--- src/hdl/pma_pkg.sv ---
// shared types, constants and defaults of the 2d max/average pooling block
package pma_pkg;

    // default sizes handed to the top level parameters
    localparam int DEF_MAX_IMAGE  = 64;
    localparam int DEF_MAX_WINDOW = 8;
    localparam int DEF_DATA_BITS  = 16;

    // configuration register widths and reset values
    localparam int CFG_ADDR_W = 2;
    localparam int CFG_DATA_W = 7;
    localparam int IMG_REG_W  = 7;
    localparam int WIN_REG_W  = 4;
    localparam int STEP_REG_W = 4;

    localparam logic [IMG_REG_W-1:0]  IMAGE_SIZE_RST  = 7'd4;
    localparam logic [WIN_REG_W-1:0]  WINDOW_SIZE_RST = 4'd2;
    localparam logic [STEP_REG_W-1:0] STEP_RST        = 4'd2;
    localparam logic                  POOL_MODE_RST   = 1'b0;

    localparam logic POOL_MAX = 1'b0;
    localparam logic POOL_AVG = 1'b1;

    typedef enum logic [CFG_ADDR_W-1:0] {
        REG_IMAGE_SIZE  = 2'd0,
        REG_WINDOW_SIZE = 2'd1,
        REG_STEP        = 2'd2,
        REG_POOL_MODE   = 2'd3
    } cfg_index_t;

    typedef enum logic [2:0] {
        ST_INIT,
        ST_IDLE,
        ST_WALK,
        ST_DRAIN,
        ST_LOAD,
        ST_DIV,
        ST_OUT
    } pma_state_t;

    // sequencer commands to the shared arithmetic unit
    typedef struct packed {
        logic clear;
        logic acc;
        logic load;
        logic step;
    } alu_ctrl_t;

endpackage

--- src/hdl/pma_alu.sv ---
// shared arithmetic unit: running max and sum, then a bit-serial divide
module pma_alu import pma_pkg::*; #(
    parameter int MAX_WINDOW = DEF_MAX_WINDOW,
    parameter int DATA_BITS  = DEF_DATA_BITS,
    localparam int WW    = $clog2(MAX_WINDOW + 1),
    localparam int SUM_W = DATA_BITS + $clog2(MAX_WINDOW * MAX_WINDOW) + 1,
    localparam int DIV_W = $clog2(MAX_WINDOW * MAX_WINDOW + 1)
) (
    input  logic                 aclk,
    input  alu_ctrl_t            ctrl,
    input  logic [DATA_BITS-1:0] rd_data,
    input  logic [WW-1:0]        win_w,
    input  logic                 avg_mode,
    output logic [DATA_BITS-1:0] result
);

    localparam int SQ_W = 2 * WW;

    logic signed [DATA_BITS-1:0] best_reg, best_next;
    logic signed [SUM_W-1:0]     sum_reg, sum_next;
    logic [SUM_W-1:0]            quo_reg, quo_next;
    logic [DIV_W-1:0]            rem_reg, rem_next;
    logic [DIV_W-1:0]            div_reg, div_next;
    logic                        neg_reg, neg_next;

    logic signed [DATA_BITS-1:0] pix;
    logic [SQ_W-1:0]             win_sq;
    logic [DIV_W:0]              shifted;
    logic [SUM_W-1:0]            avg_val;

    assign pix    = $signed(rd_data);
    assign win_sq = SQ_W'(win_w) * SQ_W'(win_w);

    always_comb begin
        best_next = best_reg;
        sum_next  = sum_reg;
        quo_next  = quo_reg;
        rem_next  = rem_reg;
        div_next  = div_reg;
        neg_next  = neg_reg;
        shifted   = {rem_reg, quo_reg[SUM_W-1]};
        if (ctrl.clear) begin
            best_next = {1'b1, {(DATA_BITS-1){1'b0}}};
            sum_next  = '0;
        end else if (ctrl.acc) begin
            if (pix > best_reg) begin
                best_next = pix;
            end
            sum_next = sum_reg + SUM_W'(pix);
        end else if (ctrl.load) begin
            neg_next = sum_reg[SUM_W-1];
            quo_next = sum_reg[SUM_W-1] ? SUM_W'(-sum_reg) : SUM_W'(sum_reg);
            rem_next = '0;
            div_next = DIV_W'(win_sq);
        end else if (ctrl.step) begin
            // restoring step: one quotient bit per cycle
            if (shifted >= (DIV_W+1)'(div_reg)) begin
                rem_next = DIV_W'(shifted - (DIV_W+1)'(div_reg));
                quo_next = {quo_reg[SUM_W-2:0], 1'b1};
            end else begin
                rem_next = DIV_W'(shifted);
                quo_next = {quo_reg[SUM_W-2:0], 1'b0};
            end
        end
    end

    always_ff @(posedge aclk) begin
        best_reg <= best_next;
        sum_reg  <= sum_next;
        quo_reg  <= quo_next;
        rem_reg  <= rem_next;
        div_reg  <= div_next;
        neg_reg  <= neg_next;
    end

    assign avg_val = neg_reg ? (~quo_reg + SUM_W'(1)) : quo_reg;
    assign result  = (avg_mode == POOL_AVG) ? avg_val[DATA_BITS-1:0] : best_reg;

endmodule

--- config.mk ---
export PLATFORM = sky130hd
export DESIGN_NAME = pma_alu
export DESIGN_NICKNAME = d
export VERILOG_FILES = /design/src/hdl/pma_pkg.sv /design/src/hdl/pma_alu.sv
export SDC_FILE = /design/constraint.sdc
export NUM_CORES = 1
export LEC_CHECK = 0
export ABC_AREA = 0
export BUFFER_PORTS_ARGS = -buffer_cell sky130_fd_sc_hd__buf_2
export CAP_MARGIN = 20
export CORE_MARGIN = 10
export CORE_UTILIZATION = 38
export CTS_CLUSTER_SIZE = 14
export DETAILED_ROUTE_END_ITERATION = 8
export HOLD_SLACK_MARGIN = 0.12
export PLACE_DENSITY = 0.57
export SLEW_MARGIN = 10
export SYNTH_ARGS = -nofsm -noshare
export SYNTH_HDL_FRONTEND = slang
export SYNTH_SLANG_ARGS = --single-unit
export TNS_END_PERCENT = 5
--- constraint.sdc ---
create_clock -name aclk -period 3.05 [get_ports aclk]
set_input_delay 0.1525 -clock aclk [delete_from_list [all_inputs] [get_ports aclk]]
set_output_delay 0.1525 -clock aclk [all_outputs]
set_load 0.05 [all_outputs]
=== Yosys cells after proc, flatten, opt, wreduce, memory -nomap -nowiden ===
Cells that the tools add are included.

* Bits in latches: 0
* Memories kept: 0
* Bits in read-only memories: 0
* Word-level logic and storage cells: 28
* Register bits: 77
* Output and inout bits: 16
* Input bits: 26
* Bits in writable memories: 0

* Multiply operators: 1
* Multiplexer cells: 8
* Divide/modulo/power cells: 0
* Reduce and logical (&&, ||, !) cells: 4
* Order comparisons: 2
* Shifts and indexed selects: 0
* Eq/ne operators: 0
* Bitwise operators: 3
* Add/sub/neg operators: 4

{| class="wikitable"
|+ Operators with widths
! cell !! count
|-
| $mux W23 || 3
|-
| $mux W16 || 2
|-
| $add A23 B16 Y23 || 1
|-
| $neg A23 Y23 || 1
|-
| $add A16 B1 Y16 const B || 1
|-
| $gt A16 B16 Y1 || 1
|-
| $not A16 Y16 || 1
|-
| $mux W7 || 2
|-
| $ge A8 B7 Y1 || 1
|-
| $mul A4 B4 Y7 || 1
|-
| $sub A7 B7 Y7 || 1
|-
| $reduce_and A3 Y1 || 2
|-
| $not A1 Y1 || 2
|-
| $reduce_and A2 Y1 || 1
|-
| $reduce_bool A2 Y1 || 1
|-
| $mux W1 || 1
|}

=== Depth between registers and ports, before layout ===
* Depth in word-level cells: 4
* Mapped depth: 10

=== Worst setup path after synthesis ===
OpenSTA, ideal clock, no wires.

* Path kind: flip-flop to output port
* Start: reg quo_reg[1]
* End: out result[12]
* Arrival time: 2.421 ns
* Path buffers: 0
* Data required time: 2.897 ns
* Path slack: 0.476 ns
* Cell stages (with the launch flop): 10
* Cells stage by stage: edfxtp_1 -> inv_1 -> ha_1 -> nand2b_1 -> or4_1 -> nor2_1 -> nand2_1 -> o31ai_1 -> xor2_1 -> a21oi_1

* Cells in the longest elaborated chain, start to end: 4

{| class="wikitable"
|+ Ends and longest elaborated chain
! item !! RTL line !! source
|-
| start, declared || pma_alu.sv:21 || <nowiki>logic [SUM_W-1:0] quo_reg, quo_next;</nowiki>
|-
| start signal, assigned || pma_alu.sv:70 || <nowiki>quo_reg <= quo_next;</nowiki>
|-
| $not A16 Y16 || pma_alu.sv:76 || <nowiki>assign avg_val = neg_reg ? (~quo_reg + SUM_W'(1)) : quo_reg;</nowiki>
|-
| $add A16 B1 Y16 || pma_alu.sv:76 ||
|-
| $mux W16 || pma_alu.sv:76 ||
|-
| $mux W16 || pma_alu.sv:77 || <nowiki>assign result = (avg_mode == POOL_AVG) ? avg_val[DATA_BITS-1:0] : best_reg;</nowiki>
|-
| end, declared || pma_alu.sv:14 || <nowiki>output logic [DATA_BITS-1:0] result</nowiki>
|}

Every way passes these cells.

=== Worst setup path in the final report ===
* Start: reg quo_reg[0]
* End: out result[12]

Same word-level chain as after synthesis.

==> impl_metrics.env <==
export IMPL_ir_worst_vdd_mv=0.2601
export IMPL_n_antenna_cell=0
export IMPL_p_int_w=0.002501
export IMPL_layout_cells_non_filler=897
export IMPL_p_leak_nw=2.833
export IMPL_die_area_um2=20520
export IMPL_total_power_w=0.003925
export IMPL_vias_per_cell=5.469
export IMPL_final_core_util_pct=44.97
export IMPL_yosys_area_share_xor_xnor_pct=7.739
export IMPL_synth_edff_count=37
export IMPL_switching_share_pct=36.28
export IMPL_drive_gt1_share_pct=12.20
export IMPL_start_util_pct=39.27
export IMPL_critPathLaunchType="register"
export IMPL_die_y_um=143.2
export IMPL_clock_tree_buffer_depth=2
export IMPL_grt_max_degree=41
export IMPL_drv_slew=0
export IMPL_power_density_nw_per_um2=593.7
export IMPL_r2r_cells=9
export IMPL_antenna_found_initial=0
export IMPL_post_place_cells=870
export IMPL_arrival_ns=2.68
export IMPL_pwr_share_clk_pct=30.1
export IMPL_clock_sinks=76
export IMPL_setup_viol=0
export IMPL_first_iter_violations=287
export IMPL_cts_tree="done"
export IMPL_syn_to_final_growth_pct=14.52
export IMPL_gp_congestion=0.8785
export IMPL_numPortBuffers=41
export IMPL_cp_required_ns=2.90
export IMPL_hold_class="in -> reg"
export IMPL_core_um2=14700
export IMPL_timing_rr_end="best_reg[14]"
export IMPL_avgSynthCellArea_um2=8.719
export IMPL_worstSkewPairLatency_ns=0.35
export IMPL_async_flop_share_pct=0
export IMPL_ys_ff_latch=76
export IMPL_grt_pass1_wl_um=24210
export IMPL_hold_viol=0
export IMPL_end_kind="output port"
export IMPL_preCtsSetupSlack_ns=0.4356
export IMPL_yosys_area_share_simple_pct=17.60
export IMPL_fp_row_count=44
export IMPL_r2r_start="best_reg[11]"
export IMPL_comb_power_share_pct=34.8
export IMPL_synthDistinctLibCells=66
export IMPL_switchingPower_w=0.001424
export IMPL_nets=787
export IMPL_die_x_um=143.2
export IMPL_ys_warnings_count=0
export IMPL_hpwl_um=11050
export IMPL_root_buffer="clkbuf_16"
export IMPL_netlist_instances=662
export IMPL_hp_start="rd_data[5]"
export IMPL_worst_pin_slew_ns=1.011
export IMPL_crit_type="reg -> out"
export IMPL_crit_fanout=5
export IMPL_synthesis_area_um2=5772
export IMPL_synth_top_family_by_area="compound AO/OA/AOI/OAI gates"
export IMPL_fin_tns_setup_ns=0
export IMPL_vias=4906
export IMPL_final_period_utilization_pct=92.93
export IMPL_seq_area_frac_synth_pct=32.78
export IMPL_drt_wirelength_per_cell_um=16.26
export IMPL_htree_levels=3
export IMPL_max_slew_margin_pct=32.48
export IMPL_fmax_mhz=352.8
export IMPL_antenna_left=0
export IMPL_synthAdderAreaFrac_pct=11.75
export IMPL_wl_um=14580
export IMPL_path_clk_slew_ns=0.06
export IMPL_synth_compound_area_share_pct=19.16
export IMPL_min_path_cells=3
export IMPL_rsz0062_at_grt="false"
export IMPL_skew_ns=0.005402
export IMPL_synthMuxAreaShare_pct=6.590
export IMPL_status="completed"
export IMPL_seq_power_share_pct=35.0
export IMPL_synthFlopType="dfxtp_1"
export IMPL_reg2reg_slack_ns=0.40
export IMPL_drv_cap=0
export IMPL_drcViolationCount=0
export IMPL_grt_pass1_vias=4854
export IMPL_worst_slack_ns=0.2156
export IMPL_hold_end="best_reg[5]"
export IMPL_drt_pass1_iterations=4
export IMPL_num_io_pins=42
export IMPL_syn_nets=741
export IMPL_fin_crit_ns=2.834
export IMPL_track_usage_pct=14.66
export IMPL_numCtsBuffers=9
export IMPL_gr_total_overflow=0
[synthesized netlist by cell type, types with 3 or more instances]
library cell	number	area share, %
nor2_1	85	5.5
a21oi_1	69	6.0
ha_1	51	11
nand2_1	44	2.9
dfxtp_1	39	14
inv_1	39	2.5
edfxtp_1	37	19
xor2_1	35	5.3
mux2i_1	29	5.0
o21ai_0	21	1.8
clkbuf_1	20	1.3
a21o_1	16	2.1
xnor2_1	16	2.4
nand3_1	13	1.1
o31ai_1	12	1.6
nand4_1	11	1.2
nor2b_1	10	1.1
and2_1	8	0.87
nor3_1	8	0.69
or3_1	7	0.76
mux2_2	6	1.2
o21a_1	6	0.78
nand2b_1	5	0.54
or4_1	5	0.65
a211oi_1	4	0.52
buf_1	4	0.26
o211ai_1	4	0.52
o21bai_1	4	0.52
nand3b_1	3	0.39
o21ai_1	3	0.26
o22ai_1	3	0.33
o41ai_1	3	0.46
[area by class of cell]
type	instances	area [um^2]
fillers	1448	8089
repair buffers	61	385.4
well taps	184	230.2
inverters	39	146.4
clock inverters	7	98.84
multi-input cells	521	3632
clock buffers	9	225.2
flip-flops and latches	76	1892
[cells in the final DEF (no fill, tap or decap), types with 10 or more instances in the layout]
cell	instances
a21o_1	16
a21oi_1	69
buf_2	40
dfxtp_1	39
dlygate4sd3_1	11
edfxtp_1	37
ha_1	51
inv_1	39
mux2i_1	29
nand2_1	44
nand3_1	13
nand4_1	11
nor2_1	85
nor2b_1	10
o21ai_0	21
o31ai_1	11
xnor2_1	16
xor2_1	35
[kinds of logic (layout without fill, tap and decap cells)]
logic type | after synthesis | count (layout)
flip-flops | 76 | 76
adder cells (fa/ha/maj) | 53 | 53
AO/OA/AOI/OAI | 168 | 168
buffers and inverters | 65 | 116
XOR/XNOR | 51 | 51
AND/OR/NAND/NOR | 213 | 213
multiplexers | 36 | 36
[worst max-delay path by stage]
stage / slack [ns] / start / cells after the start / endpoint
5_1_grt: 0.05 / quo_reg[0] / 10 / result[12]
3_3_place_gp: 0.51 / best_reg[11] / 9 / best_reg[13]
4_1_cts: 0.10 / quo_reg[0] / 10 / result[12]
6_report: 0.22 / quo_reg[0] / 10 / result[12]
3_5_place_dp: 0.44 / best_reg[11] / 9 / best_reg[11]
2_1_floorplan: 0.48 / quo_reg[1] / 9 / result[12]
[power by group through the flow]
stage | Combinational [W] | Clock (W) | Sequential (W)
2_1_floorplan | 0.00110 | 0 | 0.00132
6_report | 0.00137 | 0.00118 | 0.00138
3_3_place_gp | 0.00132 | 0 | 0.00139
5_1_grt | 0.00152 | 0.00125 | 0.00140
3_5_place_dp | 0.00135 | 0 | 0.00139
4_1_cts | 0.00136 | 0.00121 | 0.00137
[timing repair]
item / in CTS / in global routing
gates resized for setup: 0 / 2
buffers inserted: 0 / 0
hold buffers: 11 / 0
endpoints found under the setup margin: 0 / 1
hold endpoints to repair: 11 / 0
[routing by layer]
metal | vias up | global-route usage [%] | routed length (um)
li1 | 2479 | - | -
met4 | 0 | 5.427 | 249
met3 | 15 | 2.123 | 418
met1 | 2332 | 19.24 | 7208
met2 | 80 | 23.89 | 6707
met5 | - | 0 | 0
[through the flow]
stage,hold WS [ns],instance area [um^2]
floorplan,0.2514,5772
global placement,0.3933,6168
detailed placement,0.3972,6168
CTS,0.1242,6603
global route,0.1453,6610
finish,0.1171,6610
[critical path: stages (launching register included)]
cell	delay [ns]
edfxtp_1	0.46
inv_1	0.10
ha_1	0.18
nand2b_1	0.08
or4_1	0.47
nor2_1	0.11
nand2_1	0.12
o31ai_2	0.25
xor2_1	0.10
a21oi_1	0.21
clkbuf_4	0.27
No activity file was read; power rests on OpenSTA's default activity.
