File: config.mk
export PLATFORM = sky130hd
export DESIGN_NAME = pma_ctrl
export DESIGN_NICKNAME = d
export VERILOG_FILES = /design/src/hdl/pma_pkg.sv /design/src/hdl/pma_ctrl.sv
export SDC_FILE = /design/constraint.sdc
export NUM_CORES = 1
export LEC_CHECK = 0
export BUFFER_PORTS_ARGS = -buffer_cell sky130_fd_sc_hd__buf_4
export CAP_MARGIN = 20
export CORE_AREA = 2 2 124 126
export DETAILED_ROUTE_END_ITERATION = 8
export DIE_AREA = 0 0 126 128
export PLACE_DENSITY_LB_ADDON = 0.3
export SYNTH_ARGS = -nofsm -noshare
export SYNTH_HDL_FRONTEND = slang
export SYNTH_SLANG_ARGS = --single-unit
File: constraint.sdc
create_clock -name aclk -period 3.8 [get_ports aclk]
set_input_delay 0.57 -clock aclk [delete_from_list [all_inputs] [get_ports aclk]]
set_output_delay 0.57 -clock aclk [all_outputs]
set_load 0.02 [all_outputs]
File: src/hdl/pma_pkg.sv
// shared types, constants and defaults of the 2d max/average pooling block
package pma_pkg;

    // default sizes handed to the top level parameters
    localparam int DEF_MAX_IMAGE  = 64;
    localparam int DEF_MAX_WINDOW = 8;
    localparam int DEF_DATA_BITS  = 16;

    // configuration register widths and reset values
    localparam int CFG_ADDR_W = 2;
    localparam int CFG_DATA_W = 7;
    localparam int IMG_REG_W  = 7;
    localparam int WIN_REG_W  = 4;
    localparam int STEP_REG_W = 4;

    localparam logic [IMG_REG_W-1:0]  IMAGE_SIZE_RST  = 7'd4;
    localparam logic [WIN_REG_W-1:0]  WINDOW_SIZE_RST = 4'd2;
    localparam logic [STEP_REG_W-1:0] STEP_RST        = 4'd2;
    localparam logic                  POOL_MODE_RST   = 1'b0;

    localparam logic POOL_MAX = 1'b0;
    localparam logic POOL_AVG = 1'b1;

    typedef enum logic [CFG_ADDR_W-1:0] {
        REG_IMAGE_SIZE  = 2'd0,
        REG_WINDOW_SIZE = 2'd1,
        REG_STEP        = 2'd2,
        REG_POOL_MODE   = 2'd3
    } cfg_index_t;

    typedef enum logic [2:0] {
        ST_INIT,
        ST_IDLE,
        ST_WALK,
        ST_DRAIN,
        ST_LOAD,
        ST_DIV,
        ST_OUT
    } pma_state_t;

    // sequencer commands to the shared arithmetic unit
    typedef struct packed {
        logic clear;
        logic acc;
        logic load;
        logic step;
    } alu_ctrl_t;

endpackage

File: src/hdl/pma_ctrl.sv
// sequencer: raster counters, window end tracking, store walk and result register
module pma_ctrl import pma_pkg::*; #(
    parameter int MAX_IMAGE  = DEF_MAX_IMAGE,
    parameter int MAX_WINDOW = DEF_MAX_WINDOW,
    parameter int DATA_BITS  = DEF_DATA_BITS,
    localparam int NW     = $clog2(MAX_IMAGE + 1),
    localparam int WW     = $clog2(MAX_WINDOW + 1),
    localparam int DEPTH  = MAX_IMAGE * MAX_WINDOW,
    localparam int ADDR_W = (DEPTH > 1) ? $clog2(DEPTH) : 1
) (
    input  logic                  aclk,
    input  logic                  aresetn,
    input  logic                  cfg_wr,
    input  logic [NW-1:0]         img_n,
    input  logic [WW-1:0]         win_w,
    input  logic [STEP_REG_W-1:0] step_s,
    input  logic                  avg_mode,
    input  logic                  s_valid,
    output logic                  s_ready,
    output logic                  mem_wr_en,
    output logic [ADDR_W-1:0]     mem_wr_addr,
    output logic [ADDR_W-1:0]     mem_rd_addr,
    output alu_ctrl_t             alu_ctrl,
    input  logic [DATA_BITS-1:0]  alu_result,
    output logic                  m_valid,
    input  logic                  m_ready,
    output logic [DATA_BITS-1:0]  m_data,
    output logic                  m_last
);

    localparam int CNT_W   = $clog2(MAX_IMAGE);
    localparam int RS_W    = (MAX_WINDOW > 1) ? $clog2(MAX_WINDOW) : 1;
    localparam int TGT_W   = $clog2(MAX_IMAGE + 2 * (1 << STEP_REG_W));
    localparam int SUM_W   = DATA_BITS + $clog2(MAX_WINDOW * MAX_WINDOW) + 1;
    localparam int DCNT_W  = $clog2(SUM_W);

    pma_state_t state_reg, state_next;

    logic [CNT_W-1:0]  col_reg, col_next;
    logic [CNT_W-1:0]  row_reg, row_next;
    logic [RS_W-1:0]   slot_reg, slot_next;
    logic [TGT_W-1:0]  col_tgt_reg, col_tgt_next;
    logic [TGT_W-1:0]  row_tgt_reg, row_tgt_next;
    logic              last_hit_reg, last_hit_next;
    logic [RS_W-1:0]   ws_reg, ws_next;
    logic [CNT_W-1:0]  wc_reg, wc_next;
    logic [CNT_W-1:0]  cstart_reg, cstart_next;
    logic [WW-1:0]     pc_reg, pc_next;
    logic [WW-1:0]     pr_reg, pr_next;
    logic [DCNT_W-1:0] dcnt_reg, dcnt_next;
    logic              rd_pend_reg;
    logic              m_valid_reg;
    logic [DATA_BITS-1:0] m_data_reg;
    logic              m_last_reg;

    logic             accept;
    logic             out_free;
    logic             out_load;
    logic [TGT_W-1:0] n_t;
    logic [TGT_W-1:0] w_m1_t;
    logic [WW-1:0]    w_m1;
    logic             col_hit, row_hit, hit;
    logic             col_end, row_end;
    logic             walk_col_last, walk_row_last;
    logic [RS_W-1:0]  slot_inc, ws_inc, ws_start;

    assign accept   = s_valid && (state_reg == ST_IDLE);
    assign out_free = !m_valid_reg || m_ready;
    assign n_t      = TGT_W'(img_n);
    assign w_m1     = win_w - WW'(1);
    assign w_m1_t   = TGT_W'(w_m1);

    assign col_hit = (TGT_W'(col_reg) == col_tgt_reg);
    assign row_hit = (TGT_W'(row_reg) == row_tgt_reg);
    assign hit     = col_hit && row_hit;
    assign col_end = (TGT_W'(col_reg) + TGT_W'(1)) >= n_t;
    assign row_end = (TGT_W'(row_reg) + TGT_W'(1)) >= n_t;

    assign walk_col_last = (pc_reg == w_m1);
    assign walk_row_last = (pr_reg == w_m1);

    assign slot_inc = (slot_reg == RS_W'(MAX_WINDOW - 1)) ? '0 : slot_reg + RS_W'(1);
    assign ws_inc   = (ws_reg == RS_W'(MAX_WINDOW - 1)) ? '0 : ws_reg + RS_W'(1);
    // oldest row slot of the window, modulo the store's row count
    assign ws_start = (32'(slot_reg) >= 32'(w_m1))
                    ? RS_W'(32'(slot_reg) - 32'(w_m1))
                    : RS_W'(32'(slot_reg) + 32'(MAX_WINDOW) - 32'(w_m1));

    // next state
    always_comb begin
        state_next = state_reg;
        if (cfg_wr) begin
            state_next = ST_INIT;
        end else begin
            unique case (state_reg)
                ST_INIT:  state_next = ST_IDLE;
                ST_IDLE:  if (accept && hit) state_next = ST_WALK;
                ST_WALK:  if (walk_col_last && walk_row_last) state_next = ST_DRAIN;
                ST_DRAIN: state_next = (avg_mode == POOL_AVG) ? ST_LOAD : ST_OUT;
                ST_LOAD:  state_next = ST_DIV;
                ST_DIV:   if (dcnt_reg == DCNT_W'(SUM_W - 1)) state_next = ST_OUT;
                ST_OUT:   if (out_free) state_next = ST_IDLE;
                default:  state_next = ST_INIT;
            endcase
        end
    end

    // outputs of the sequencer
    always_comb begin
        s_ready        = (state_reg == ST_IDLE);
        mem_wr_en      = accept;
        alu_ctrl.clear = accept && hit;
        alu_ctrl.acc   = rd_pend_reg;
        alu_ctrl.load  = (state_reg == ST_LOAD);
        alu_ctrl.step  = (state_reg == ST_DIV);
        out_load       = (state_reg == ST_OUT) && out_free;
    end

    assign mem_wr_addr = ADDR_W'(ADDR_W'(slot_reg) * ADDR_W'(MAX_IMAGE) + ADDR_W'(col_reg));
    assign mem_rd_addr = ADDR_W'(ADDR_W'(ws_reg) * ADDR_W'(MAX_IMAGE) + ADDR_W'(wc_reg));

    // counters, window targets and walk indexes
    always_comb begin
        col_next      = col_reg;
        row_next      = row_reg;
        slot_next     = slot_reg;
        col_tgt_next  = col_tgt_reg;
        row_tgt_next  = row_tgt_reg;
        last_hit_next = last_hit_reg;
        ws_next       = ws_reg;
        wc_next       = wc_reg;
        cstart_next   = cstart_reg;
        pc_next       = pc_reg;
        pr_next       = pr_reg;
        dcnt_next     = dcnt_reg;
        if (state_reg == ST_INIT) begin
            col_next     = '0;
            row_next     = '0;
            slot_next    = '0;
            col_tgt_next = w_m1_t;
            row_tgt_next = w_m1_t;
        end else if (accept) begin
            if (hit) begin
                last_hit_next = ((col_tgt_reg + TGT_W'(step_s)) >= n_t)
                             && ((row_tgt_reg + TGT_W'(step_s)) >= n_t);
                cstart_next   = col_reg - CNT_W'(w_m1);
                wc_next       = col_reg - CNT_W'(w_m1);
                ws_next       = ws_start;
                pc_next       = '0;
                pr_next       = '0;
            end
            if (col_end) begin
                col_next     = '0;
                col_tgt_next = w_m1_t;
                if (row_end) begin
                    row_next     = '0;
                    slot_next    = '0;
                    row_tgt_next = w_m1_t;
                end else begin
                    row_next  = row_reg + CNT_W'(1);
                    slot_next = slot_inc;
                    if (row_hit) begin
                        row_tgt_next = row_tgt_reg + TGT_W'(step_s);
                    end
                end
            end else begin
                col_next = col_reg + CNT_W'(1);
                if (col_hit) begin
                    col_tgt_next = col_tgt_reg + TGT_W'(step_s);
                end
            end
        end else if (state_reg == ST_WALK) begin
            if (walk_col_last) begin
                pc_next = '0;
                wc_next = cstart_reg;
                pr_next = pr_reg + WW'(1);
                ws_next = ws_inc;
            end else begin
                pc_next = pc_reg + WW'(1);
                wc_next = wc_reg + CNT_W'(1);
            end
        end else if (state_reg == ST_LOAD) begin
            dcnt_next = '0;
        end else if (state_reg == ST_DIV) begin
            dcnt_next = dcnt_reg + DCNT_W'(1);
        end
    end

    always_ff @(posedge aclk) begin
        if (!aresetn) begin
            state_reg   <= ST_INIT;
            col_reg     <= '0;
            row_reg     <= '0;
            slot_reg    <= '0;
            col_tgt_reg <= '0;
            row_tgt_reg <= '0;
            rd_pend_reg <= 1'b0;
            m_valid_reg <= 1'b0;
        end else begin
            state_reg   <= state_next;
            col_reg     <= col_next;
            row_reg     <= row_next;
            slot_reg    <= slot_next;
            col_tgt_reg <= col_tgt_next;
            row_tgt_reg <= row_tgt_next;
            rd_pend_reg <= (state_reg == ST_WALK);
            if (out_load) begin
                m_valid_reg <= 1'b1;
            end else if (m_ready) begin
                m_valid_reg <= 1'b0;
            end
        end
    end

    always_ff @(posedge aclk) begin
        last_hit_reg <= last_hit_next;
        ws_reg       <= ws_next;
        wc_reg       <= wc_next;
        cstart_reg   <= cstart_next;
        pc_reg       <= pc_next;
        pr_reg       <= pr_next;
        dcnt_reg     <= dcnt_next;
        if (out_load) begin
            m_data_reg <= alu_result;
            m_last_reg <= last_hit_reg;
        end
    end

    assign m_valid = m_valid_reg;
    assign m_data  = m_data_reg;
    assign m_last  = m_last_reg;

    // raster counters stay inside the image and the store; a new image size
    // takes effect while the counters are being cleared
    a_col_in_image: assert property (@(posedge aclk) disable iff (!aresetn)
        (state_reg != ST_INIT) |-> (TGT_W'(col_reg) < n_t))
        else $error("column counter outside image");

    a_slot_in_store: assert property (@(posedge aclk) disable iff (!aresetn)
        32'(slot_reg) < MAX_WINDOW)
        else $error("row slot outside store");

    // a window corner starts the walk over the store
    a_hit_walks: assert property (@(posedge aclk) disable iff (!aresetn)
        (accept && hit && !cfg_wr) |=> (state_reg == ST_WALK))
        else $error("window corner did not start a walk");

    // every read issued in the walk is accumulated the next cycle
    a_read_accumulated: assert property (@(posedge aclk) disable iff (!aresetn)
        (state_reg == ST_WALK) |=> alu_ctrl.acc)
        else $error("store read not accumulated");

    // a finished result always lands in the output register
    a_result_presented: assert property (@(posedge aclk) disable iff (!aresetn)
        (state_reg == ST_OUT && out_free) |=> m_valid_reg)
        else $error("result lost at output");

endmodule

; ---- Word level (Yosys, flattened, before mapping)
; Cells that the tools add are included.
[op_classes]
add_sub_neg = 19
order_cmp = 5
eq_ne = 18
n_mux = 39
n_bitwise = 4
reduce_logical = 31
[ops]
columns = op, n
row1 = $mux 4, 12
row2 = $mux 3, 12
row3 = $mux 6, 6
row4 = $ge 7x7->1, 4
row5 = $mux 7, 4
row6 = $pmux 3 s7, 1
row7 = $add 6x1->6 const B, 3
row8 = $add 9x6->9, 2
row9 = $reduce_bool 2->1, 8
row10 = $eq 3x3->1 const B, 5
row11 = $add 6x1->7 const B, 2
row12 = $add 7x4->7, 2
row13 = $eq 6x7->1, 2
row14 = $reduce_and 3->1, 4
row15 = $reduce_and 4->1, 3
row16 = $add 3x1->3 const B, 3
row17 = $add 4x1->4 const B, 2
row18 = $eq 4x4->1, 2
row19 = $eq 3x2->1 const B, 2
row20 = $logic_and 1x1->1, 6
row21 = $ne 2x1->1 const B, 3
row22 = $reduce_and 2->1, 3
row23 = $reduce_bool 3->1, 2
row24 = $sub 3x3->3, 2
row25 = 15 further kinds, 21
[word_totals]
ff_bits = 80
in_bits = 37
output_inout_bits = 42
wordCells = 135

; ---- Logic depth before layout (Yosys ltp)
; Gate-level depths: netlist of run 1.
[logic_depth]
ltp_word = 6
depth_mapped = 12
mapped_depth_nobuf = 12

; ---- Worst setup path after synthesis of run 1
; Ideal clock, no wire load.
[synth_timing]
path_type = reg-to-reg
from = reg col_reg[1]
to = reg col_tgt_reg[1]
setup_time_ns = 0.116
arrival_ns = 2.508
required_time_ns = 3.684
slack_ns = 1.176
path_stages_with_launch = 11
path_buffers = 0
period_less_slack_ns = 2.624
cell_sequence = dfxtp_1 > ha_1 > nand3_1 > xnor2_1 > ha_1 > a211oi_1 > nor2_1 > a211oi_1 > o211a_1 > mux2i_1 > nor2b_1
[synth_between]
elab_chain_cells = 5
elab_cells_between_ends = 8
classes_between = add/sub (1) / order compare (1) / eq/ne (1) / mux (3) / reduce/logical (2)
[synth_rtl]
columns = element, line_no
row1 = "start, declared", pma_ctrl.sv:39  ; logic [CNT_W-1:0] col_reg, col_next;
row2 = "start signal, assigned", pma_ctrl.sv:201  ; col_reg <= col_next;
row3 = $add 6x1->7, pma_ctrl.sv:76  ; assign col_end = (TGT_W'(col_reg) + TGT_W'(1)) >= n_t;
row4 = $ge 7x7->1, pma_ctrl.sv:76
row5 = $mux 7, pma_ctrl.sv:152  ; if (col_end) begin
row6 = $mux 4, pma_ctrl.sv:142  ; end else if (accept) begin
row7 = $mux 4, pma_ctrl.sv:136  ; if (state_reg == ST_INIT) begin
row8 = "end signal, assigned", pma_ctrl.sv:204  ; col_tgt_reg <= col_tgt_next;
row9 = "end, declared", pma_ctrl.sv:42  ; logic [TGT_W-1:0] col_tgt_reg, col_tgt_next;
; Several ways; a longest one is shown, not always the timed one. The select of a mux whose other input is x is not followed.
; A chain may end at the register's enable or synchronous reset.

; ---- Final worst setup path of run 1
[layout_timing]
from = reg col_reg[1]
to = reg slot_reg[1]
[layout_between]
elab_chain_cells = 3
[layout_rtl]
columns = element, line_no
row1 = $add 6x1->7, pma_ctrl.sv:76
row2 = $ge 7x7->1, pma_ctrl.sv:76
row3 = $reduce_and 2->1 (no line), --
row4 = "end signal, assigned", pma_ctrl.sv:203  ; slot_reg <= slot_next;
row5 = "end, declared", pma_ctrl.sv:41  ; logic [RS_W-1:0] slot_reg, slot_next;
; Every way passes these cells.

==> run summary, run 1 <==
Run status = finished clean
FFs w/ async S/R, synth = 0
Fin Setup TNS = 0 ns
Routed vias = 3874
Post-Syn Area = 0.00508 mm^2
Routability cong. = 0.832
Synth area leader = edfxtp_1
EDFF count, synth = 46
Max-slew headroom = 0.510
Clk pin slew, worst setup/hold paths = 0.06 ns
Hold Crit Class = in2reg
Most used DFF post-synth = edfxtp_1
Setup WS pre-CTS = 0.719 ns
Latest clock arrival within the worst-skew pair = 0.34 ns
Crit. End Element = register
Post_cts resized = 0
Final ANT Viol Nets = 0
Min Tclk post-route = 2.91 ns
Register bit count reported by yosys = 80
Ratio of final minimum period to clock period = 0.767
Gate power share = 0.154
Seq pwr share = 0.453
Worst R2R Setup Slack = 0.89 ns
Port Buffers = 78
TritonCTS clock tree = done
Final clock skew = 0.00781 ns
Top post-synthesis cells by area = edfxtp_1, dfxtp_1, ha_1
Antenna violations before repair = 0
Library cells used by synthesis = 54
WL/cell = 15.9 um
Final WS setup = 0.886 ns
Drt first pass iters = 4
Mapped Cells = 500
First-pass GRT wire length = 19500 um
Avg Synthesized Cell Area = 10.2 um^2
Psw = 574 uW
Vias in the first global route = 3807
Number of nets in the layout = 671
Die Wd = 126 um
Internal = 1520 uW
Remaining global-route overflow = 0
Rows = 45
Critical path fanouts, max = 7
Finish-stage setup viols = 0
Number of inserted diodes = 0
Full die area = 0.0161 mm^2
Post-CTS repair timing setup buffer count = 0
# fillers = 1489
Critical path launch point type = register
Largest net degree at the start of global routing = 23
Clk sinks = 80
Area growth from synthesis to layout = 20.9%
Sequential fraction of the synthesis area = 0.406
Max FFs per register = 16
Final-report max-slew violation count = 0
WP data arrival = 3.20 ns
Unrepaired setup endpoints after global routing = no
Global Route Usage Sum = 0.153
CTS root buf = clkbuf_16
PD cells = 341 mW/mm^2
Slew @ Worst Pin = 0.732 ns
Tot Pwr = 2100 uW
Io pins = 79
Die H = 128 um
CTS Hold Bufs = 0
Vias/cell = 5.03
Ys Warns = 0
Sw frac = 0.274
H-tree depth = 3
Dpl hpwl = 9380 um
Core ar. = 0.0149 mm^2
Drt drc = 0
CP Class = reg2reg
Cts bufs inserted = 9
Share of the synthesized area in the top cell type = 0.272
Initial DRC Count = 322
Leakage = 0.00272 uW
Peak supply drop = 0.218 mV
Initial Utilization = 0.341
Share of layout cells above drive strength 1 = 0.201
Net Count, Synth = 594
Achievable Freq = 343 MHz
Final WL = 12200 um
Clock buffer depth = 2
Clock power share = 0.393
WP data required = 4.08 ns
Max-Cap Viols = 0
Final hold vios = 0
-- cell usage after synthesis, types with 5 or more instances --
cell      number
a21oi_1       26
nor2_1        39
xor2_1        38
nand2_1       36
inv_1         33
nand2b_1       6
and2_1         6
ha_1          53
a211oi_1       5
nand3_1       22
nor2b_1        8
o21ai_0       22
dfxtp_1       34
mux2i_1       14
buf_2          5
clkbuf_1      10
xnor2_1       21
a22o_1         5
edfxtp_1      46
a21o_1         6
-- kinds of logic (layout without fill, tap and decap cells) --
kind of cell / after synthesis / count (layout) / synth area share
xor+xnor: 62 / 62 / 0.111
compound gates: 85 / 85 / 0.110
mux: 16 / 16 / 0.0320
simple gates: 150 / 150 / 0.155
buf+inv: 50 / 132 / 0.0389
flops: 80 / 80 / 0.406
fa+ha+maj: 57 / 57 / 0.146
-- final cells by class --
type / instances / area (um^2) / share of cell area
flip-flops and latches: 80 / 2060 / 0.336
clock buffers: 9 / 225 / 0.0367
inverters: 34 / 128 / 0.0208
multi-input cells: 370 / 2820 / 0.459
well taps: 188 / 235 / 0.0383
clock inverters: 7 / 55.1 / 0.00897
repair buffers: 82 / 616 / 0.100
-- stage by stage --
stage | util | hold WS [ns] | cell area [um^2] | std cells
2_1_floorplan | - | 0.400 | 5080 | 500
3_3_place_gp | 0.394 | 0.433 | 5860 | 754
3_5_place_dp | 0.394 | 0.444 | 5860 | 754
4_1_cts | 0.413 | 0.388 | 6140 | 770
5_1_grt | 0.413 | 0.389 | 6140 | 770
6_report | 0.413 | 0.400 | 6140 | 770
-- path summary, 6_finish.rpt --
check	from	to	cells past startpoint
setup / recovery	col_reg[1]	slot_reg[1]	10
hold / removal	alu_result[15]	m_data[15]	1
setup reg to reg	col_reg[1]	slot_reg[1]	10
hold reg to reg	last_hit_reg	m_last	0
-- worst max-delay path: stages, from the launching register on --
cell and delay (ns):
dfxtp_1 0.50, ha_1 0.30, nand3_1 0.13, xnor2_1 0.16, ha_1 0.30, a211oi_1 0.26, nor2_1 0.11, a211oi_1 0.38
nor2_1 0.20, nor2_1 0.30, a22o_1 0.20
-- power by group through the flow --
stage	clock [uW]	combinational, uW	sequential [uW]
5_1_grt	882	364	949
3_3_place_gp	0	314	967
3_5_place_dp	0	322	967
2_1_floorplan	0	220	961
4_1_cts	846	325	948
6_report	823	324	948
-- routing by layer --
| layer | share of wire | vias up | wire length, um | track usage |
|---|---|---|---|---|
| li1 | - | 1924 | - | - |
| met1 | 0.48 | 1826 | 5830 | 0.210 |
| met2 | 0.45 | 111 | 5460 | 0.241 |
| met3 | 0.060 | 13 | 738 | 0.0242 |
| met4 | 0.016 | 0 | 190 | 0.0653 |
| met5 | 0 | - | 0 | 0 |
-- cells in the final DEF (no fill, tap or decap), drive strengths merged, types with 2 or more instances in the layout --
cell,count
buf,82
xor2,39
a211o,2
nand3b,3
a22o,5
and4,2
nand2b,6
nor4,2
or3,4
a21oi,26
nand4,5
a211oi,8
a21o,6
clkinvlp,2
nand2,36
xnor2,23
nor2,39
ha,53
nor2b,8
inv,37
mux2i,14
fa,4
o21ai,22
dfxtp,34
nor3b,3
and2,7
clkinv,2
o211ai,4
nand3,22
edfxtp,46
and3,6
clkbuf,9
mux2,2
a22oi,4
nor3,4
a31oi,3
No activity file was read; power rests on OpenSTA's default activity.
==> run 2, diff against run 1 <==
==> constraint.sdc (replaced) <==
create_clock -name aclk -period 3 [get_ports aclk]
set_input_delay 0.45 -clock aclk [delete_from_list [all_inputs] [get_ports aclk]]
set_output_delay 0.45 -clock aclk [all_outputs]
set_load 0.02 [all_outputs]
==> run 2 against run 1 <==
  * Clock power is 49% higher
  * Sequential power increased by 27%
  * Largest power group is now the clock network
  * Clock skew increased by 0.0022 ns
  * Cell count up 1.6%
  * Sequential cell count is the same
  * Die area did not move
  * Critical path type unchanged
==> run summary, run 2 (synthesis results as in run 1) <==
Fin area = 0.00629 mm^2 (+2.5%)
H-tree depth = 3 (unchanged)
First-pass GRT wire length = 19700 um (+0.99%)
Io pins = 79 (unchanged)
Drt drc = 0 (unchanged)
Slew @ Worst Pin = 0.580 ns (-0.152 ns)
Area growth from synthesis to layout = 23.9%
Clk pin slew, worst setup/hold paths = 0.07 ns (about the same)
Max FFs per register = 16 (unchanged)
Routability cong. = 0.885 (+6.4%)
Final hold slack = 0.286 ns (-0.114 ns)
Dpl hpwl = 9610 um (+2.5%)
Global Route Usage Sum = 0.152 (-0.000696)
Peak supply drop = 0.295 mV (+35%)
Placed cell count = 766 (+1.6%)
Unrepaired setup endpoints after global routing = no
WL/cell = 15.6 um (-1.6%)
Min Tclk post-route = 2.81 ns (-0.107 ns)
Largest stage delay, worst path = 0.49 ns (about the same)
Most frequent cells in the layout = buf_4, ha_1, edfxtp_1
Final WL = 12200 um (about the same)
Max-slew headroom = 0.611 (+0.101)
Ratio of final minimum period to clock period = 0.936 (+0.169)
PD cells = 453 mW/mm^2 (+33%)
CTS root buf = clkbuf_16
Largest net degree at the start of global routing = 17 (-26%)
Final-report max-slew violation count = 0 (unchanged)
Max-Cap Viols = 0 (unchanged)
Share of layout cells above drive strength 1 = 0.222 (+0.0212)
Latest clock arrival within the worst-skew pair = 0.34 ns (about the same)
Drt first pass iters = 4 (unchanged)
Critical path's slowest cell = dfxtp_1
Finish-stage setup viols = 0 (unchanged)
Number of inserted diodes = 0 (unchanged)
Crit path cell chain = ha_1 -> nand3_1 -> xnor2_1 -> ha_1 -> a211oi_1 -> nor2_1 -> a211oi_1 -> nor2_1 -> mux2_2 -> nor2_1
Final ANT Viol Nets = 0 (unchanged)
Remaining global-route overflow = 0 (unchanged)
Initial Utilization = 0.341 (unchanged)
Vias in the first global route = 3982 (+4.6%)
CP Class = reg2reg
Initial DRC Count = 217 (-33%)
Die H = 128 um (unchanged)
Run status = finished clean
Clock buffer depth = 2 (unchanged)
Core ar. = 0.0149 mm^2 (unchanged)
Fin Setup TNS = 0 ns (unchanged)
Hold Crit Class = in2reg
Cts bufs inserted = 9 (unchanged)
Die Wd = 126 um (unchanged)
Critical path launch point type = register
Achievable Freq = 356 MHz (+3.8%)
Clk sinks = 80 (unchanged)
Rows = 45 (unchanged)
Routed vias = 3912 (+0.98%)
Crit. End Element = register
Worst path most repeated cell = nor2_1
Final core utilization = 0.423 (+0.0102)
WP data required = 3.27 ns (-0.81 ns)
Layout Cells excl Fill = 782 (+1.6%)
Final hold vios = 0 (unchanged)
Placed Instance Area = 0.00595 mm^2 (+1.5%)
Number of nets in the layout = 683 (+1.8%)
WP data arrival = 3.08 ns (-0.12 ns)
Port Buffers = 78 (unchanged)
Commonest non-fill, non-tap cell in the layout = buf_4
Leakage = 0.00282 uW (+3.4%)
Full die area = 0.0161 mm^2 (unchanged)
Critical path fanouts, max = 7 (unchanged)
Post-CTS repair timing setup buffer count = 0 (unchanged)
TritonCTS clock tree = done
Vias/cell = 5.00 (-0.57%)
# fillers = 1474 (-1.0%)
Final clock skew = 0.0100 ns (+0.00220 ns)
Antenna violations before repair = 0 (unchanged)
-- run 2: final cells by class --
type	count	area, um^2	share of cell area
clock inverter	7	106	0.0169
sequential	80	2060	0.328
timing repair buffer	94	706	0.112
multi-input combinational	370	2830	0.449
tap	188	235	0.0374
inverter	34	128	0.0203
clock buffer	9	225	0.0358
-- run 2: metal layers --
layer	share of wire	wire (um)	GRT usage	up-vias
li1	-	-	-	1941
met1	0.47	5760	0.205	1834
met2	0.45	5480	0.241	121
met3	0.060	736	0.0313	16
met4	0.019	230	0.0601	0
met5	0	0	0	-
-- run 2: where the power goes --
group / internal (uW) / switching, uW / leakage (uW)
combinational: 185 / 232 / 0.00196
sequential: 1180 / 21.6 / 0.000692
clock: 747 / 483 / 0.000163
-- run 2: final timing paths --
| check | start | endpoint | slack (ns) | depth (start not counted) |
|---|---|---|---|---|
| setup / recovery | col_reg[0] | row_reg[0] | 0.19 | 10 |
| hold / removal | alu_result[7] | m_data[7] | 0.29 | 1 |
| setup reg to reg | col_reg[0] | row_reg[0] | 0.19 | 10 |
| hold reg to reg | last_hit_reg | m_last | 0.50 | 0 |
-- run 2: worst max-delay path: cells and delay by family (launching register included) --
family	cells	cell delay [ns]
compound gates	2	0.65
fa+ha+maj	2	0.57
simple gates	4	0.57
flops	1	0.49
mux	1	0.31
xor+xnor	1	0.15
-- run 2: per-stage QoR --
| step | setup WS (ns) | total power [uW] |
|---|---|---|
| 3_3_place_gp | 0.219 | 1630 |
| 5_1_grt | 0.0148 | 2960 |
| 2_1_floorplan | 0.376 | 1500 |
| 4_1_cts | 0.0918 | 2870 |
| 6_report | 0.193 | 2850 |
| 3_5_place_dp | 0.115 | 1640 |
-- run 2: timing repair --
action	in CTS	in global routing
resized for setup	0	3
setup endpoints to repair	0	11
hold buffers	0	0
